File: config.mk
export PLATFORM = sky130hd
export DESIGN_NAME = epav_out_reg
export DESIGN_NICKNAME = d
export VERILOG_FILES = /design/src/rtl/epav_pkg.sv /design/src/rtl/epav_out_reg.sv
export SDC_FILE = /design/constraint.sdc
export NUM_CORES = 1
export LEC_CHECK = 0
export ABC_AREA = 1
export BUFFER_PORTS_ARGS = -buffer_cell sky130_fd_sc_hd__buf_2
export CAP_MARGIN = 10
export CORE_ASPECT_RATIO = 1.5
export CORE_MARGIN = 3
export CORE_UTILIZATION = 40
export CTS_BUF_LIST = sky130_fd_sc_hd__clkbuf_4 sky130_fd_sc_hd__clkbuf_8 sky130_fd_sc_hd__clkbuf_16
export CTS_CLUSTER_SIZE = 14
export DETAILED_ROUTE_END_ITERATION = 10
export MAX_ROUTING_LAYER = met4
export PLACE_DENSITY = 0.83
export SLEW_MARGIN = 20
export SYNTH_ARGS = -nofsm -noshare
export SYNTH_HDL_FRONTEND = slang
export SYNTH_SLANG_ARGS = --single-unit
File: constraint.sdc
create_clock -name clk -period 5.9 [get_ports clk]
set_input_delay 0.295 -clock clk [delete_from_list [all_inputs] [get_ports clk]]
set_output_delay 0.295 -clock clk [all_outputs]
set_load 0.1 [all_outputs]
File: src/rtl/epav_pkg.sv
// Types and constants shared by the event packet alignment voter.
`default_nettype none
package epav_pkg;

	typedef struct packed {
		logic [1:0]  req_type;
		logic [30:0] event_sequence;
		logic        last_in_event;
		logic        checksum_good;
		logic [15:0] packet_id;
		logic [15:0] event_counter;
		logic [15:0] beam_clock;
		logic [15:0] fem_event_counter;
		logic [15:0] fem_clock;
	} in_item_t;

	typedef struct packed {
		logic [15:0]        out_packet_id;
		logic [1:0]         status;
		logic signed [31:0] voted_number;
		logic [15:0]        common_clock;
		logic               last;
	} result_t;

	// request types
	localparam logic [1:0] REQ_PACKET   = 2'd0;
	localparam logic [1:0] REQ_SPECIAL  = 2'd1;
	localparam logic [1:0] REQ_NO_PKT   = 2'd2;

	// result status codes
	localparam logic [1:0] ST_ADDED     = 2'd0;
	localparam logic [1:0] ST_CLK_DROP  = 2'd1;
	localparam logic [1:0] ST_BAD_CKSUM = 2'd2;
	localparam logic [1:0] ST_NO_PKT    = 2'd3;

	// front-end id class: id / 1000 == 12
	localparam logic [15:0] FE_ID_LO    = 16'd12000;
	localparam logic [15:0] FE_ID_HI    = 16'd12999;
	localparam logic [15:0] FE_CLK_DLY  = 16'd30;
	localparam logic [15:0] SEQ_LAG     = 16'd2;
	localparam logic [31:0] PREV_RESET  = 32'h8000_0000;

endpackage
`default_nettype wire

File: src/rtl/epav_out_reg.sv
// Output register that holds one result until the downstream side takes it.
`default_nettype none
module epav_out_reg (
	input  wire logic             clk,
	input  wire logic             arst_n,
	input  wire logic             ld,
	input  wire epav_pkg::result_t d,
	input  wire logic             stall,
	output logic                  free,
	output logic                  valid,
	output epav_pkg::result_t     q
);
	import epav_pkg::*;

	logic valid_q;
	result_t data_q;

	assign free  = !valid_q || !stall;
	assign valid = valid_q;
	assign q     = data_q;

	always_ff @(posedge clk or negedge arst_n) begin
		if (!arst_n) begin
			valid_q <= 1'b0;
		end else if (free) begin
			valid_q <= ld;
		end
	end

	always_ff @(posedge clk) begin
		if (ld && free) begin
			data_q <= d;
		end
	end

endmodule
`default_nettype wire

==> results.sh <==
export IMPL_status="complete, no violations"
export IMPL_first_pass_iters=4
export IMPL_synth_top_family_by_area="simple AND/OR/NAND/NOR gates"
export IMPL_finalHoldViolCount=0
export IMPL_crit_path_end_kind="flop"
export IMPL_crit_type="flop to flop"
export IMPL_ant_nets=0
export IMPL_setup_viol=0
export IMPL_cellPowerDensity_nw_per_um2=395.3
export IMPL_postCtsSetupBuffers=0
export IMPL_cts_sinks=68
export IMPL_coreArea_um2=4887
export IMPL_io_buffers=139
export IMPL_min_path_cells=1
export IMPL_grt_pass1_vias=1342
export IMPL_yosys_mux_area_fraction_pct=0
export IMPL_slew_headroom_pct=45.72
export IMPL_period_share_pct=27.69
export IMPL_holdBufCountCts=1
export IMPL_synth_xor_area_share_pct=0
export IMPL_synth_nets=143
export IMPL_diodes=0
export IMPL_hold_class="input pin to flop"
export IMPL_cts_resized=0
export IMPL_synthSimpleGateAreaFrac_pct=0.3656
export IMPL_cts_buffers=9
export IMPL_hp_start="d[59]"
export IMPL_nNetsFinal=295
export IMPL_ios=140
export IMPL_required_ns=5.85
export IMPL_total_power_mw=1.216
export IMPL_synth_seq_cells=68
export IMPL_ir_drop_mv=0.2054
export IMPL_dr_first_iter_drc_count=61
export IMPL_synth_top_cell_by_area="edfxtp_1"
export IMPL_synth_fa_ha_area_share_pct=0
export IMPL_yosysSeqAreaShare_pct=99.21
export IMPL_max_freq_mhz=612.2
export IMPL_root_buffer="clkbuf_8"
export IMPL_drv_cap=0
export IMPL_rrSetupSlack_ns=4.27
export IMPL_num_vias=1271
export IMPL_die_x_um=64.50
export IMPL_synth_compound_area_share_pct=0.2438
export IMPL_rr_endpoint="q[64]"
export IMPL_synthTopCellsByArea="edfxtp_1, dfrtp_1, nand2_1, a21oi_1, inv_1"
export IMPL_grt_pass1_wl_um=6354
export IMPL_die_area_um2=6047
export IMPL_cts_htree_levels=3
export IMPL_track_usage_pct=15.23
export IMPL_post_drt_wl_per_cell_um=15.10
export IMPL_layout_common_cells="buf_2, edfxtp_1, clkbuf_8"
export IMPL_reg2reg_from="valid"
export IMPL_clock_path_buffers=2
export IMPL_antenna_found_initial=0
export IMPL_tritoncts="yes"
export IMPL_syn_inst=72
export IMPL_via_per_inst=4.308
export IMPL_syn2layout_area_growth_pct=49.79
export IMPL_num_rows=31
export IMPL_drt_wl_total_um=4454
export IMPL_fin_crit_ns=1.634
export IMPL_clk_latency_ns=0.33
export IMPL_max_slew_worst_pin_slew_ns=0.8143
export IMPL_synth_top_area_share_pct=97.99
export IMPL_setup_tns_ns=0
export IMPL_final_common_cell="buf_2"
export IMPL_multi_input_area_um2=23.77
export IMPL_avgSynthCellArea_um2=28.52
export IMPL_slew_viol_final=0
export IMPL_dieHeight_um=93.75
export IMPL_yosysWarnings=0
export IMPL_yosysUniqueCellTypes=5
export IMPL_cp_data_arrival_time_ns=1.59
export IMPL_syn_area_um2=2053
export IMPL_grt_ovfl_total=0
export IMPL_holdPathEnd="q[59]"
export IMPL_clk_pin_slew_ns=0.07
export IMPL_r2r_cells=2
export IMPL_start_util_pct=42.01
export IMPL_drive_gt1_share_pct=67.69
export IMPL_rsz0062_at_grt="false"
export IMPL_fin_skew_ns=0.007916
export IMPL_drcViolationCount=0
export IMPL_register_area_um2=2037
export IMPL_critPathLaunchType="flop"
export IMPL_place_congestion=0.6447
export IMPL_p_leak_nw=1.318
export IMPL_grt_max_degree=68
export IMPL_fillers=374
export IMPL_path_max_fanout=67
state kept, by name, summed over array words and instances (netlist names):
register and cells:
q 67, valid 1
report_power, final:
group	switching (mW)	internal, mW	leakage [nW]
Clock	0.163	0.235	0.101
Combinational	0.214	0.0338	0.569
Sequential	0.00642	0.563	0.649
Total	0.383	0.832	1.32
metal layers:
metal	part of all wire, %	global-route usage (%)
met1	35	14.91
met2	53	25.78
met3	9.7	4.910
met4	1.9	9.524
met5	0	-
how the worst max path moves through the flow:
stage / end / start / slack [ns] / depth (start not counted)
2_1_floorplan: q[0] / valid / 1.21 / 1
3_3_place_gp: q[33] / valid / 4.33 / 2
6_report: q[64] / valid / 4.27 / 2
5_1_grt: q[56] / valid / 4.18 / 2
3_5_place_dp: q[44] / valid / 4.29 / 2
4_1_cts: q[16] / valid / 4.28 / 2
cell usage after synthesis:
| cell | n |
|---|---|
| a21oi_1 | 1 |
| dfrtp_1 | 1 |
| edfxtp_1 | 67 |
| inv_1 | 1 |
| nand2_1 | 2 |
cells by family after synthesis:
| kind of cell | count (synthesis) |
|---|---|
| flops | 68 |
| buf+inv | 1 |
| simple gates | 2 |
| compound gates | 1 |
layout make-up:
type	count	area share, %
clock inverter	7	2.970
sequential	68	66.23
timing repair buffer	141	23.19
tap	66	2.685
inverter	1	0.1221
clock buffer	9	4.028
multi-input combinational	3	0.7730
through the flow:
step	setup slack, ns	instances	hold WS [ns]	utilization (%)	instance area, µm²
floorplan	1.207	72	-0.0005911	-	2053
detailed placement	4.290	278	0.07216	58.32	2850
global route	4.184	295	0.1128	62.93	3075
global placement	4.328	278	0.07105	58.32	2850
CTS	4.277	295	0.1153	62.93	3075
finish	4.266	295	0.1335	62.93	3075
critical path: stages (launching register included):
cell and delay, ns:
dfrtp_1 0.43, a21oi_4 0.15, buf_4 0.63
No activity file was read; power rests on OpenSTA's default activity.
